$ cat src/rtl/core/tfj_pkg.sv
`default_nettype none
// ----------------------------------------------------------------------------
// tfj_pkg
// shared constants and controller/datapath types for the text justifier
// ----------------------------------------------------------------------------
package tfj_pkg;

	localparam int MAX_WIDTH = 32;
	localparam int MAX_WORDS = 16;
	localparam logic [7:0] SPACE_CHAR = 8'd32;
	localparam logic [5:0] WIDTH_RESET = 6'd16;

	typedef struct packed {
		logic take;
		logic copy;
		logic div;
		logic full;
		logic emit;
		logic line_clear;
	} tfj_cmd_t;

	typedef struct packed {
		logic tend;
		logic wl_zero;
		logic words_zero;
		logic need_break;
		logic copy_last;
		logic div_done;
		logic emit_done;
	} tfj_sts_t;

endpackage
`default_nettype wire

$ cat src/rtl/core/tfj_in_if.sv
`default_nettype none
// ----------------------------------------------------------------------------
// tfj_in_if
// request channel carrying text bytes and word / text end marks
// ----------------------------------------------------------------------------
interface tfj_in_if;
	logic       valid;
	logic       ready;
	logic [7:0] text_byte;
	logic       byte_valid;
	logic       word_end;
	logic       text_end;

	modport source (output valid, text_byte, byte_valid, word_end, text_end, input ready);
	modport sink (input valid, text_byte, byte_valid, word_end, text_end, output ready);
endinterface
`default_nettype wire

$ cat src/rtl/core/tfj_out_if.sv
`default_nettype none
// ----------------------------------------------------------------------------
// tfj_out_if
// request channel carrying justified line bytes
// ----------------------------------------------------------------------------
interface tfj_out_if;
	logic       valid;
	logic       ready;
	logic [7:0] out_byte;
	logic       line_last;
	logic       word_cut;

	modport source (output valid, out_byte, line_last, word_cut, input ready);
	modport sink (input valid, out_byte, line_last, word_cut, output ready);
endinterface
`default_nettype wire

$ cat src/rtl/core/tfj_dp.sv
`default_nettype none
// ----------------------------------------------------------------------------
// tfj_dp
// word and line stores, gap divider, line walker and output register
// ----------------------------------------------------------------------------
module tfj_dp (
	input  wire logic            clk,
	input  wire logic            arst_n,
	input  wire tfj_pkg::tfj_cmd_t cmd,
	output tfj_pkg::tfj_sts_t    sts,
	input  wire logic            cfg_we,
	input  wire logic [5:0]      cfg_wdata,
	input  wire logic [7:0]      text_byte,
	input  wire logic            byte_valid,
	input  wire logic            text_end,
	output logic                 out_valid,
	input  wire logic            out_ready,
	output logic [7:0]           out_byte,
	output logic                 line_last,
	output logic                 word_cut
);
	import tfj_pkg::*;

	localparam logic [1:0] PH_LET = 2'd0;
	localparam logic [1:0] PH_GAP = 2'd1;
	localparam logic [1:0] PH_PAD = 2'd2;

	logic [7:0] word_mem [MAX_WIDTH];
	logic [7:0] line_mem [MAX_WIDTH];
	logic [4:0] gap_q    [MAX_WORDS];

	logic [5:0] width_q;
	logic [5:0] wl_q;
	logic [5:0] letters_q;
	logic [4:0] words_q;
	logic       cut_q;
	logic       tend_q;
	logic [4:0] j_q;
	logic [2:0] cnt_q;
	logic [5:0] dq_q;
	logic [3:0] dr_q;
	logic       full_q;
	logic [5:0] base_q;
	logic [3:0] rem_q;
	logic [5:0] pos_q;
	logic [3:0] k_q;
	logic [5:0] i_q;
	logic [5:0] sp_q;
	logic [1:0] ph_q;
	logic       ov_q;
	logic [7:0] ob_q;
	logic       ol_q;
	logic       oc_q;

	logic [5:0] w;
	logic [5:0] wlc;
	logic       cut;
	logic [6:0] fit_sum;
	logic [5:0] spare;
	logic [3:0] gaps;
	logic [4:0] tmp;
	logic       qbit;
	logic [4:0] kn;
	logic       has_next;
	logic [5:0] e;
	logic [5:0] g;
	logic       slot_free;
	logic       step;
	logic       load;
	logic [7:0] load_byte;
	logic [4:0] lidx;

	always_comb begin
		if (width_q == 6'd0) begin
			w = 6'd1;
		end else if (width_q > 6'(MAX_WIDTH)) begin
			w = 6'(MAX_WIDTH);
		end else begin
			w = width_q;
		end
	end

	assign wlc      = (wl_q < w) ? wl_q : w;
	assign cut      = wl_q > w;
	assign fit_sum  = {1'b0, letters_q} + {2'b00, words_q} + {1'b0, wlc};
	assign spare    = (w > letters_q) ? (w - letters_q) : 6'd0;
	assign gaps     = words_q[3:0] - 4'd1;
	assign tmp      = {dr_q, dq_q[5]};
	assign qbit     = tmp >= {1'b0, gaps};
	assign kn       = {1'b0, k_q} + 5'd1;
	assign has_next = kn < words_q;
	assign e        = has_next ? {1'b0, gap_q[kn[3:0]]} : letters_q;
	assign g        = base_q + ((k_q < rem_q) ? 6'd1 : 6'd0);
	assign lidx     = letters_q[4:0] + j_q;

	assign sts.tend       = tend_q;
	assign sts.wl_zero    = wl_q == 6'd0;
	assign sts.words_zero = words_q == 5'd0;
	assign sts.need_break = (words_q != 5'd0)
		&& ((fit_sum > {1'b0, w}) || (words_q >= 5'(MAX_WORDS)));
	assign sts.copy_last  = ({1'b0, j_q} + 6'd1) == wlc;
	assign sts.div_done   = cnt_q == 3'd7;
	assign sts.emit_done  = pos_q == w;

	assign slot_free = !ov_q || out_ready;
	assign step      = cmd.emit && (pos_q != w) && slot_free;

	always_comb begin
		load      = 1'b0;
		load_byte = SPACE_CHAR;
		case (ph_q)
			PH_LET: begin
				if (i_q < e) begin
					load      = step;
					load_byte = line_mem[i_q[4:0]];
				end
			end
			PH_GAP: load = step && (sp_q != 6'd0);
			PH_PAD: load = step;
			default: load = 1'b0;
		endcase
	end

	// configuration and line bookkeeping
	always_ff @(posedge clk or negedge arst_n) begin
		if (!arst_n) begin
			width_q   <= WIDTH_RESET;
			wl_q      <= 6'd0;
			letters_q <= 6'd0;
			words_q   <= 5'd0;
			cut_q     <= 1'b0;
			tend_q    <= 1'b0;
			j_q       <= 5'd0;
		end else begin
			if (cfg_we) begin
				width_q <= cfg_wdata;
			end
			if (cmd.take) begin
				tend_q <= text_end;
				if (byte_valid && wl_q < 6'(MAX_WIDTH + 1)) begin
					wl_q <= wl_q + 6'd1;
				end
			end
			if (cmd.copy) begin
				if (sts.copy_last) begin
					letters_q <= letters_q + wlc;
					words_q   <= words_q + 5'd1;
					cut_q     <= cut_q | cut;
					wl_q      <= 6'd0;
					j_q       <= 5'd0;
				end else begin
					j_q <= j_q + 5'd1;
				end
			end
			if (cmd.line_clear) begin
				letters_q <= 6'd0;
				words_q   <= 5'd0;
				cut_q     <= 1'b0;
			end
		end
	end

	// stores
	always_ff @(posedge clk) begin
		if (cmd.take && byte_valid && wl_q < 6'(MAX_WIDTH)) begin
			word_mem[wl_q[4:0]] <= text_byte;
		end
		if (cmd.copy) begin
			line_mem[lidx] <= word_mem[j_q];
			if (sts.copy_last) begin
				gap_q[words_q[3:0]] <= letters_q[4:0];
			end
		end
	end

	// gap divider and line walker
	always_ff @(posedge clk or negedge arst_n) begin
		if (!arst_n) begin
			cnt_q  <= 3'd0;
			full_q <= 1'b0;
			ph_q   <= PH_LET;
			pos_q  <= 6'd0;
		end else begin
			if (!cmd.div) begin
				cnt_q <= 3'd0;
			end else if (cnt_q == 3'd0) begin
				dq_q   <= spare;
				dr_q   <= 4'd0;
				full_q <= cmd.full;
				cnt_q  <= 3'd1;
			end else if (cnt_q != 3'd7) begin
				dr_q  <= qbit ? 4'(tmp - {1'b0, gaps}) : tmp[3:0];
				dq_q  <= {dq_q[4:0], qbit};
				cnt_q <= cnt_q + 3'd1;
			end else begin
				if (full_q && gaps != 4'd0) begin
					base_q <= dq_q;
					rem_q  <= dr_q;
				end else begin
					base_q <= 6'd1;
					rem_q  <= 4'd0;
				end
				pos_q <= 6'd0;
				k_q   <= 4'd0;
				i_q   <= 6'd0;
				ph_q  <= PH_LET;
			end
			if (step) begin
				if (load) begin
					pos_q <= pos_q + 6'd1;
				end
				case (ph_q)
					PH_LET: begin
						if (i_q < e) begin
							i_q <= i_q + 6'd1;
						end else if (has_next) begin
							ph_q <= PH_GAP;
							sp_q <= g;
						end else begin
							ph_q <= PH_PAD;
						end
					end
					PH_GAP: begin
						if (sp_q != 6'd0) begin
							sp_q <= sp_q - 6'd1;
						end else begin
							k_q  <= kn[3:0];
							ph_q <= PH_LET;
						end
					end
					default: ph_q <= PH_PAD;
				endcase
			end
		end
	end

	// output register
	always_ff @(posedge clk or negedge arst_n) begin
		if (!arst_n) begin
			ov_q <= 1'b0;
		end else if (load) begin
			ov_q <= 1'b1;
		end else if (out_ready) begin
			ov_q <= 1'b0;
		end
	end

	always_ff @(posedge clk) begin
		if (load) begin
			ob_q <= load_byte;
			ol_q <= (pos_q + 6'd1) == w;
			oc_q <= cut_q;
		end
	end

	assign out_valid = ov_q;
	assign out_byte  = ob_q;
	assign line_last = ol_q;
	assign word_cut  = oc_q;

endmodule
`default_nettype wire

$ cat src/rtl/core/tfj_ctrl.sv
`default_nettype none
// ----------------------------------------------------------------------------
// tfj_ctrl
// sequencer for word intake, line break, word copy and line emission
// ----------------------------------------------------------------------------
module tfj_ctrl (
	input  wire logic              clk,
	input  wire logic              arst_n,
	input  wire logic              in_valid,
	input  wire logic              in_closes,
	output logic                   in_ready,
	input  wire tfj_pkg::tfj_sts_t sts,
	output tfj_pkg::tfj_cmd_t      cmd
);
	import tfj_pkg::*;

	localparam logic [2:0] S_IDLE = 3'd0;
	localparam logic [2:0] S_FIN  = 3'd1;
	localparam logic [2:0] S_COPY = 3'd2;
	localparam logic [2:0] S_DIV  = 3'd3;
	localparam logic [2:0] S_EMIT = 3'd4;

	logic [2:0] state_q;
	logic [2:0] state_d;
	logic       full_q;
	logic       full_d;
	logic       ret_q;
	logic       ret_d;

	assign in_ready = state_q == S_IDLE;

	always_comb begin
		state_d = state_q;
		full_d  = full_q;
		ret_d   = ret_q;
		cmd     = '0;
		cmd.full = full_q;
		case (state_q)
			S_IDLE: begin
				cmd.take = in_valid;
				if (in_valid && in_closes) begin
					state_d = S_FIN;
				end
			end
			S_FIN: begin
				if (sts.wl_zero) begin
					if (sts.tend && !sts.words_zero) begin
						full_d  = 1'b0;
						ret_d   = 1'b0;
						state_d = S_DIV;
					end else begin
						state_d = S_IDLE;
					end
				end else if (sts.need_break) begin
					full_d  = 1'b1;
					ret_d   = 1'b1;
					state_d = S_DIV;
				end else begin
					state_d = S_COPY;
				end
			end
			S_COPY: begin
				cmd.copy = 1'b1;
				if (sts.copy_last) begin
					if (sts.tend) begin
						full_d  = 1'b0;
						ret_d   = 1'b0;
						state_d = S_DIV;
					end else begin
						state_d = S_IDLE;
					end
				end
			end
			S_DIV: begin
				cmd.div = 1'b1;
				if (sts.div_done) begin
					state_d = S_EMIT;
				end
			end
			S_EMIT: begin
				cmd.emit = 1'b1;
				if (sts.emit_done) begin
					cmd.line_clear = 1'b1;
					state_d = ret_q ? S_COPY : S_IDLE;
				end
			end
			default: state_d = S_IDLE;
		endcase
	end

	always_ff @(posedge clk or negedge arst_n) begin
		if (!arst_n) begin
			state_q <= S_IDLE;
			full_q  <= 1'b0;
			ret_q   <= 1'b0;
		end else begin
			state_q <= state_d;
			full_q  <= full_d;
			ret_q   <= ret_d;
		end
	end

endmodule
`default_nettype wire

$ cat src/rtl/core/text_full_justify_top.sv
`default_nettype none
// ----------------------------------------------------------------------------
// text_full_justify_top
// greedy fully justified line formatter for a byte stream of words
//
// text_in takes one request per item: a non-space byte (byte_valid), a
// word_end mark and a text_end mark. line_out gives one request per line
// byte; every line is exactly the effective width long, line_last marks its
// final byte and word_cut marks every byte of a line with a truncated word.
// cfg_we / cfg_wdata set the line width (reset value 16, 0 acts as 1,
// above 32 acts as 32); write it only while the block is idle.
// An item without a word or text end is taken directly in the idle state.
// Closing a word passes a finish state, then copies the word byte by byte
// into the line store. A line break or flush runs the gap divider, then the
// line walker emits the line bytes, with extra steps at each word and gap
// boundary. The line walker sets the throughput.
// Reset clears the word, line and controller state and sets the width to 16; no clearing pass.
// When line_out stalls, the walker holds and the one-entry output register
// keeps its byte; text_in is not ready from a word close until its copy
// and any line emission it causes are done.
// ----------------------------------------------------------------------------
module text_full_justify_top (
	input  wire logic       clk,
	input  wire logic       arst_n,
	input  wire logic       cfg_we,
	input  wire logic [5:0] cfg_wdata,
	tfj_in_if.sink          text_in,
	tfj_out_if.source       line_out
);
	import tfj_pkg::*;

	tfj_cmd_t cmd;
	tfj_sts_t sts;

	tfj_ctrl u_ctrl (
		.clk       (clk),
		.arst_n    (arst_n),
		.in_valid  (text_in.valid),
		.in_closes (text_in.word_end | text_in.text_end),
		.in_ready  (text_in.ready),
		.sts       (sts),
		.cmd       (cmd)
	);

	tfj_dp u_dp (
		.clk        (clk),
		.arst_n     (arst_n),
		.cmd        (cmd),
		.sts        (sts),
		.cfg_we     (cfg_we),
		.cfg_wdata  (cfg_wdata),
		.text_byte  (text_in.text_byte),
		.byte_valid (text_in.byte_valid),
		.text_end   (text_in.text_end),
		.out_valid  (line_out.valid),
		.out_ready  (line_out.ready),
		.out_byte   (line_out.out_byte),
		.line_last  (line_out.line_last),
		.word_cut   (line_out.word_cut)
	);

endmodule
`default_nettype wire

$ cat src/flat_wrapper.sv
// flat-port wrapper written by rule: the top's interface ports become plain ports
module text_full_justify_top_flat import tfj_pkg::*;
  (clk, arst_n, cfg_we, cfg_wdata, text_in_valid, text_in_text_byte, text_in_byte_valid, text_in_word_end, text_in_text_end, text_in_ready, line_out_valid, line_out_out_byte, line_out_line_last, line_out_word_cut, line_out_ready);
  tfj_in_if text_in_i ();
  tfj_out_if line_out_i ();
  input  wire logic clk;
  input  wire logic arst_n;
  input  wire logic cfg_we;
  input  wire logic [5:0] cfg_wdata;
  input wire logic [$bits(text_in_i.valid)-1:0] text_in_valid;
  input wire logic [$bits(text_in_i.text_byte)-1:0] text_in_text_byte;
  input wire logic [$bits(text_in_i.byte_valid)-1:0] text_in_byte_valid;
  input wire logic [$bits(text_in_i.word_end)-1:0] text_in_word_end;
  input wire logic [$bits(text_in_i.text_end)-1:0] text_in_text_end;
  output wire logic [$bits(text_in_i.ready)-1:0] text_in_ready;
  output wire logic [$bits(line_out_i.valid)-1:0] line_out_valid;
  output wire logic [$bits(line_out_i.out_byte)-1:0] line_out_out_byte;
  output wire logic [$bits(line_out_i.line_last)-1:0] line_out_line_last;
  output wire logic [$bits(line_out_i.word_cut)-1:0] line_out_word_cut;
  input wire logic [$bits(line_out_i.ready)-1:0] line_out_ready;
  assign text_in_i.valid = text_in_valid;
  assign text_in_i.text_byte = text_in_text_byte;
  assign text_in_i.byte_valid = text_in_byte_valid;
  assign text_in_i.word_end = text_in_word_end;
  assign text_in_i.text_end = text_in_text_end;
  assign text_in_ready = text_in_i.ready;
  assign line_out_valid = line_out_i.valid;
  assign line_out_out_byte = line_out_i.out_byte;
  assign line_out_line_last = line_out_i.line_last;
  assign line_out_word_cut = line_out_i.word_cut;
  assign line_out_i.ready = line_out_ready;
  text_full_justify_top u_core (.clk(clk), .arst_n(arst_n), .cfg_we(cfg_we), .cfg_wdata(cfg_wdata), .text_in(text_in_i), .line_out(line_out_i));
endmodule
$ cat config.mk
export PLATFORM = sky130hd
export DESIGN_NAME = text_full_justify_top_flat
export DESIGN_NICKNAME = d
export VERILOG_FILES = /design/src/rtl/core/tfj_pkg.sv /design/src/rtl/core/tfj_in_if.sv /design/src/rtl/core/tfj_out_if.sv /design/src/rtl/core/tfj_dp.sv /design/src/rtl/core/tfj_ctrl.sv /design/src/rtl/core/text_full_justify_top.sv /design/src/flat_wrapper.sv
export SDC_FILE = /design/constraint.sdc
export NUM_CORES = 1
export LEC_CHECK = 0
export BUFFER_PORTS_ARGS = -buffer_cell sky130_fd_sc_hd__buf_2
export CAP_MARGIN = 0
export CELL_PAD_IN_SITES_DETAIL_PLACEMENT = 1
export CELL_PAD_IN_SITES_GLOBAL_PLACEMENT = 1
export CORE_ASPECT_RATIO = 0.6
export CORE_MARGIN = 5
export CORE_UTILIZATION = 59
export CTS_CLUSTER_DIAMETER = 120
export CTS_CLUSTER_SIZE = 30
export DETAILED_ROUTE_END_ITERATION = 6
export PLACE_DENSITY_LB_ADDON = 0.1
export RECOVER_POWER = 25
export SLEW_MARGIN = 10
export SYNTH_ARGS = -nofsm -noshare
export SYNTH_HDL_FRONTEND = slang
export SYNTH_SLANG_ARGS = --single-unit
$ cat constraint.sdc
create_clock -name clk -period 9.3 [get_ports clk]
set_clock_uncertainty 0.05 [all_clocks]
set_input_delay 0.465 -clock clk [delete_from_list [all_inputs] [get_ports clk]]
set_output_delay 0.465 -clock clk [all_outputs]
set_load 0.03 [all_outputs]
# Yosys cells after proc, flatten, opt, wreduce, memory -nomap -nowiden
# Memory sizes are Yosys's and may differ from the RTL's. A register that Yosys moved wholly into a read port is not among the register bits.
# Cells that the tools add are included.
[op_classes] mux=88 order_cmp=12 n_bitwise=4 n_reduce_logical=38 n_eq_ne=23 addsub=17
[ops] cell="two-way mux 6 bit" n=28
[ops] cell="two-way mux 4 bit" n=8
[ops] cell="two-way mux 1 bit" n=24
[ops] cell="two-way mux 3 bit" n=8
[ops] cell="two-way mux 2 bit" n=11
[ops] cell="two-way mux 5 bit" n=4
[ops] cell="adder 6 x 1 -> 6 bit (second input constant)" n=3
[ops] cell="== test 6 bit" n=3
[ops] cell="case mux 3 bit (5 select lines)" n=1
[ops] cell="> comparator 6 bit" n=2
[ops] cell="logical NOT 6 bit" n=2
[ops] cell="< comparator 6 bit" n=2
[ops] cell="< comparator 6 bit (second input constant)" n=2
[ops] cell="case mux 6 bit (2 select lines)" n=1
[ops] cell="nonzero test 2 bit" n=6
[ops] cell="adder 5 x 1 -> 5 bit (second input constant)" n=2
[ops] cell="logical AND 1 bit" n=10
[ops] cell="!= test 2 x 1 -> 1 bit (second input constant)" n=4
[ops] cell="!= test 2 bit (second input constant)" n=4
[ops] cell="AND reduction 4 bit" n=2
[ops] cell="adder 6 x 5 -> 7 bit" n=1
[ops] cell="adder 7 x 6 -> 7 bit" n=1
[ops] cell="> comparator 7 x 6 -> 1 bit" n=1
[ops] cell="adder 5 x 1 -> 6 bit (second input constant)" n=1
[ops] cell="39 further kinds" n=51
[totals] mem_bits_rw=592 output_inout_bits=12 reg_bits=85 mem_count=3
[mem_list] name="u_core.u_dp.line_mem" depth=32 width=8 rd=1 rd_ports_with_merged_regs=1 wr=1 line="tfj_dp.sv:29" source="logic [7:0] line_mem [MAX_WIDTH];"
[mem_list] name="u_core.u_dp.word_mem" depth=32 width=8 rd=1 rd_ports_with_merged_regs=0 wr=1 line="tfj_dp.sv:28" source="logic [7:0] word_mem [MAX_WIDTH];"
[mem_list] name="u_core.u_dp.gap_q" depth=16 width=5 rd=1 rd_ports_with_merged_regs=0 wr=1 line="tfj_dp.sv:30" source="logic [4:0] gap_q [MAX_WORDS];"

# Longest topological paths before layout
[logic_depth] ltp_word=12 ltp_mapped=26

# Hierarchy
# Synthesis repeated with hierarchy kept, for this count alone.
[hier_totals] cells_unflattened=1685 area_unflattened_um2=29747.3
[modules_own_cells] module="tfj_dp" cells_each=1642 area_per_inst_um2=29399.4 n_inst=1
[modules_own_cells] module="tfj_ctrl" cells_each=42 area_per_inst_um2=341.6 n_inst=1
[modules_own_cells] module="text_full_justify_top" cells_each=1 area_per_inst_um2=6.3 n_inst=1

# Worst setup path after synthesis
# Ideal clock, no wire load.
[synth_timing] kind="register -> register" from="register u_core.u_dp.width_q[3]" to="register u_core.u_ctrl.full_q" path_buffers=0 path_stages_with_launch=23 slack_ns=4.523 t_required_ns=9.117 t_arrival_ns=4.594 cell_sequence="dfrtp_1 nor4_1 o21ai_1 inv_1 ha_1 and3b_1 o21ai_2 a21oi_1 or2_2 fa_1 ha_1 fa_1 a21o_1 a21oi_1 xnor2_1 ha_1 nand3_1 o22ai_1 a21oi_1 o31ai_1 a21boi_0 mux2i_1 o21ai_1"
[synth_between] elab_chain_cells=11 elab_cells_between_ends=14 classes_between="add/sub: 1; order compare: 3; eq/ne: 3; mux: 3; reduce/logical: 4"
[synth_lines] element="from (decl)" line="tfj_dp.sv:32" source="logic [5:0] width_q;"
[synth_lines] element="from (signal assigned)" line="tfj_dp.sv:136" source="width_q <= cfg_wdata;"
[synth_lines] element="> comparator 6 bit" line="tfj_dp.sv:76" source="end else if (width_q > 6'(MAX_WIDTH)) begin"
[synth_lines] element="two-way mux 6 bit" line="tfj_dp.sv:76"
[synth_lines] element="two-way mux 6 bit (*)" line="tfj_dp.sv:74" source="if (width_q == 6'd0) begin"
[synth_lines] element="< comparator 6 bit" line="tfj_dp.sv:83" source="assign wlc = (wl_q < w) ? wl_q : w;"
[synth_lines] element="two-way mux 6 bit" line="tfj_dp.sv:83"
[synth_lines] element="adder 7 x 6 -> 7 bit" line="tfj_dp.sv:85" source="assign fit_sum = {1'b0, letters_q} + {2'b00, words_q} + {1'b0, wlc};"
[synth_lines] element="> comparator 7 x 6 -> 1 bit" line="tfj_dp.sv:100" source="&& ((fit_sum > {1'b0, w}) || (words_q >= 5'(MAX_WORDS)));"
[synth_lines] element="logical OR 1 bit" line="tfj_dp.sv:100"
[synth_lines] element="logical AND 1 bit" line="tfj_dp.sv:100"
[synth_lines] element="!= test 3 x 1 -> 1 bit (no line)"
[synth_lines] element="AND reduction 5 bit (no line) (*)"
[synth_lines] element="to (signal assigned)" line="tfj_ctrl.sv:98" source="full_q <= full_d;"
[synth_lines] element="to (decl)" line="tfj_ctrl.sv:25" source="logic full_q;"
# Every way passes the cells marked *; elsewhere a longest branch is shown, timed or not.
# A chain may end at the register's enable or synchronous reset.

# Worst setup path after layout
[layout_timing] from="register u_core.u_dp.width_q[5]" to="register u_core.u_ctrl.full_q"
# Same word-level chain as after synthesis.

==> results by group <==
Status
  – Status: finished, violations left
  – Failing checks: max-capacitance violations, max-slew violations

Power and ir drop
  – Total power: 8460 uW
  – Int Power: around 5600 uW
  – VDD IR max: 0.194 mV
  – Seq pwr share: about half
  – Clock share of power: 17.1%
  – Sw frac: 33.8%
  – Sw power: between 2000 and 3000 uW
  – Lkg Pwr: approximately 0.010 uW
  – Power density cells: ~270 nW/um^2
  – Comb pwr share: 32.0%

Critical path
  – Worst setup EP type: flip-flop
  – Worst reg-to-reg path cell count: 21
  – Critical-path maximum fanout: 10
  – CP Data Required Time: between 9000 and 10000 ps
  – CP arrival: a little over 6000 ps
  – Worst setup SP type: flip-flop
  – Crit Path Category: flip-flop to flip-flop

Detailed routing
  – First-pass iteration count of the detailed router: 5
  – Initial DRC Count: 1757
  – Wire per inst: slightly below 30 um
  – # DRC: 0
  – Vias per inst: roughly 6.6
  – DR vias: 15600
  – Post-route ant nets: 0
  – Final wirelength: 69900 um

Timing
  – Actual slew at the worst max-slew pin: approximately 3600 ps
  – Fin crit period: approximately 5700 ps
  – Setup_tns: 0 ps
  – WHS: 26.0 ps
  – Final Hold Fails: 0
  – Slew Limit Fails: roughly 320
  – Setup ws final: 3640 ps
  – Max_slew headroom: -138%
  – Fmax: 0.177 GHz
  – RSZ-0062 raised after global routing: no
  – Final Cycle Share: 60.9%
  – Final setup fails: 0

Place
  – Placed cell area: ~30000 um^2
  – Pre-CTS WS: 3800 ps
  – I/O Buffers: 33
  – Gpl congestion: 0.875
  – Dpl hpwl: 48300 um

Floorplan
  – Rows: 63
  – Die Span Y: 184 um
  – Die area: 55100 um^2
  – Ports: 34
  – Width of the die: 300 um
  – Core Area: between 40000 and 50000 um^2
  – Initial core utilization: 59.9%

Global route
  – Met2 usage: 38.7%
  – Met1 Use GR: 41.4%
  – Remaining global-route overflow: 0
  – Global route hottest layer: met1
  – GRT Util Overall: 25.8%
  – Global-route wire length before repair: 106000 um
  – Met3 Use GR: 4.54%
  – Largest net degree at the start of global routing: 70
  – Initial antenna violation count: 0
  – Vias in the first global route: 16200

Final layout
  – Synth-to-layout area growth: 5.40%
  – Nets@finish: 1790
  – Diodes inserted: 0
  – Post-Layout Inst Area: between 30000 and 40000 um^2
  – Fraction of layout cells with a size suffix above 1: approximately 17%
  – Fillers: 4213

Logic synthesis
  – EDFF count, synth: between 600 and 700
  – Netlist Area Pre-Place: 29700 um^2
  – Ys flop type: edfxtp_1
  – Register area share after synthesis: about two thirds
  – Syn Nets: 1775
  – Ys async rst share: 6.86%
  – Synth unique cells: 75
  – Leading area contributor after synthesis: edfxtp_1
  – YS warnings: 0
  – Area share of the largest cell type after synthesis: 64.5%
  – Avg Cell Area, Syn: 17.8 um^2
  – Synth area leaders: edfxtp_1 (64%), mux4_2 (14%), dfrtp_1 (3.9%)
  – Syn Inst Count: 1673
  – Flops & latches, synth: 685

Clock network
  – CTS tree: yes
  – Post-cts sizing count: 0
  – Num CTS Buffers: 26
  – Cell at the root of the clock tree: clkbuf_16
  – Clock sink count: 685
  – H-tree depth: 1
  – Clk buf depth: 3
  – Clock Latency Late Sink: 640 ps
  – Clk slew on worst S/H paths: 130 ps

Worst hold path
  – Hold Path Stages: 2
  – HP Class: input pin to flip-flop

Flow run
  – Max Cap Viol: 9
## layer usage
metal | share of wire (%) | up-vias
met5 | 0 | -
li1 | - | 6621
met4 | 1.7 | 0
met1 | 46 | 8303
met3 | 7.5 | 69
met2 | 45 | 597
## cell families (layout without fill, tap and decap cells)
kind of cell	Yosys count	count (layout)	share of synthesized area, %
multiplexers	232	232	15.7
XOR/XNOR	50	50	1.54
adder cells (fa/ha/maj)	80	80	3.62
AND/OR/NAND/NOR	347	347	5.65
flip-flops	685	685	68.4
AO/OA/AOI/OAI	151	151	3.32
buffers and inverters	128	163	1.78
## sequential cells by signal, indices dropped and copies added (netlist names), 8 cells and up
register              cells
u_core.u_dp.line_mem    256
u_core.u_dp.gap_q        80
u_core.u_dp.word_mem    256
u_core.u_dp.out_byte      8
## per-stage QoR
step                cells  util, %
global route         2358     63.2
CTS                  2358     63.2
floorplan            1673        -
finish               2358     63.2
detailed placement   2305     61.6
global placement     2305     61.6
## placed cells by master (no fill, tap or decap), types with 6 or more instances in the layout
| cell | n |
|---|---|
| edfxtp_1 | 638 |
| mux4_2 | 181 |
| nor2_1 | 127 |
| nand2_1 | 83 |
| ha_1 | 70 |
| inv_1 | 57 |
| dfrtp_1 | 44 |
| a21oi_1 | 39 |
| mux2i_1 | 33 |
| clkbuf_1 | 33 |
| o21ai_0 | 30 |
| xnor2_1 | 29 |
| clkbuf_16 | 26 |
| buf_2 | 24 |
| nand3_1 | 22 |
| and3_1 | 21 |
| a21o_1 | 20 |
| xor2_1 | 20 |
| nor3_1 | 14 |
| mux2_2 | 14 |
| buf_4 | 13 |
| and2_1 | 11 |
| fa_1 | 10 |
| nand4_1 | 9 |
| nand2b_1 | 9 |
| nand3b_1 | 7 |
| or3_1 | 7 |
| o211ai_1 | 7 |
| o21ai_1 | 6 |
| or2_2 | 6 |
| nor2b_1 | 6 |
| a22o_1 | 6 |
## synthesized netlist by cell type (7+ instances only)
master,number
nor2_1,127
o211ai_1,7
nand4_1,9
a21oi_1,39
inv_1,56
edfxtp_1,638
nand3b_1,7
buf_2,19
a21o_1,20
or3_1,7
clkbuf_1,36
nand2_1,83
fa_1,10
dfrtp_1,46
and2_1,11
buf_1,7
nor3_1,14
xor2_1,20
mux2i_1,33
nand3_1,22
xnor2_1,29
mux2_2,14
ha_1,70
o21ai_0,30
nand2b_1,9
mux4_2,181
and3_1,21
## power groups by stage
| stage | Combinational [uW] | Clock, uW | Sequential, uW |
|---|---|---|---|
| 2_1_floorplan | 1820 | 0 | 4240 |
| 3_3_place_gp | 2610 | 0 | 4350 |
| 3_5_place_dp | 2710 | 0 | 4380 |
| 4_1_cts | 2710 | 1460 | 4310 |
| 5_1_grt | 2930 | 1610 | 4340 |
| 6_report | 2710 | 1450 | 4310 |
## path summary, 6_finish.rpt
kind                                   startpoint                      to  slack (ps)
max in group asynchronous                  arst_n      u_core.u_dp.j_q[0]        5060
setup / recovery           u_core.u_dp.width_q[5]    u_core.u_ctrl.full_q        3640
setup reg to reg           u_core.u_dp.width_q[5]    u_core.u_ctrl.full_q        3640
hold / removal                       cfg_wdata[4]  u_core.u_dp.width_q[4]          30
hold reg to reg                 u_core.u_dp.cut_q    u_core.u_dp.word_cut         450
min in group asynchronous                  arst_n      u_core.u_dp.j_q[4]        1660
## critical path, cell delays in order (launching register included)
cell      delay, ps
dfrtp_1         510
inv_1           240
nand2_1         230
ha_1            370
and3b_1         200
o21ai_2         350
a21oi_1         170
or2_2           350
fa_1            480
ha_1            230
fa_1            460
a21o_1          180
a21oi_1         190
xnor2_1         160
ha_1            270
nand3_1          90
o22ai_1          70
a21oi_1         230
o31ai_1         110
a21boi_0        230
mux2i_1         220
o21ai_1          90
## timing repair
action / in CTS / in global routing
buffers inserted: 0 / 0
endpoints found under the hold margin: 24 / 0
hold buffers: 5 / 0
## cell type report
cell class	instances	area [um^2]	area share [%]
flip-flops and latches	685	20300	64.9
multi-input cells	860	8870	28.3
well taps	650	813	2.60
clock buffers	46	726	2.32
repair buffers	55	317	1.01
inverters	60	225	0.719
clock inverters	2	36.3	0.116
No activity file was read; power rests on OpenSTA's default activity.
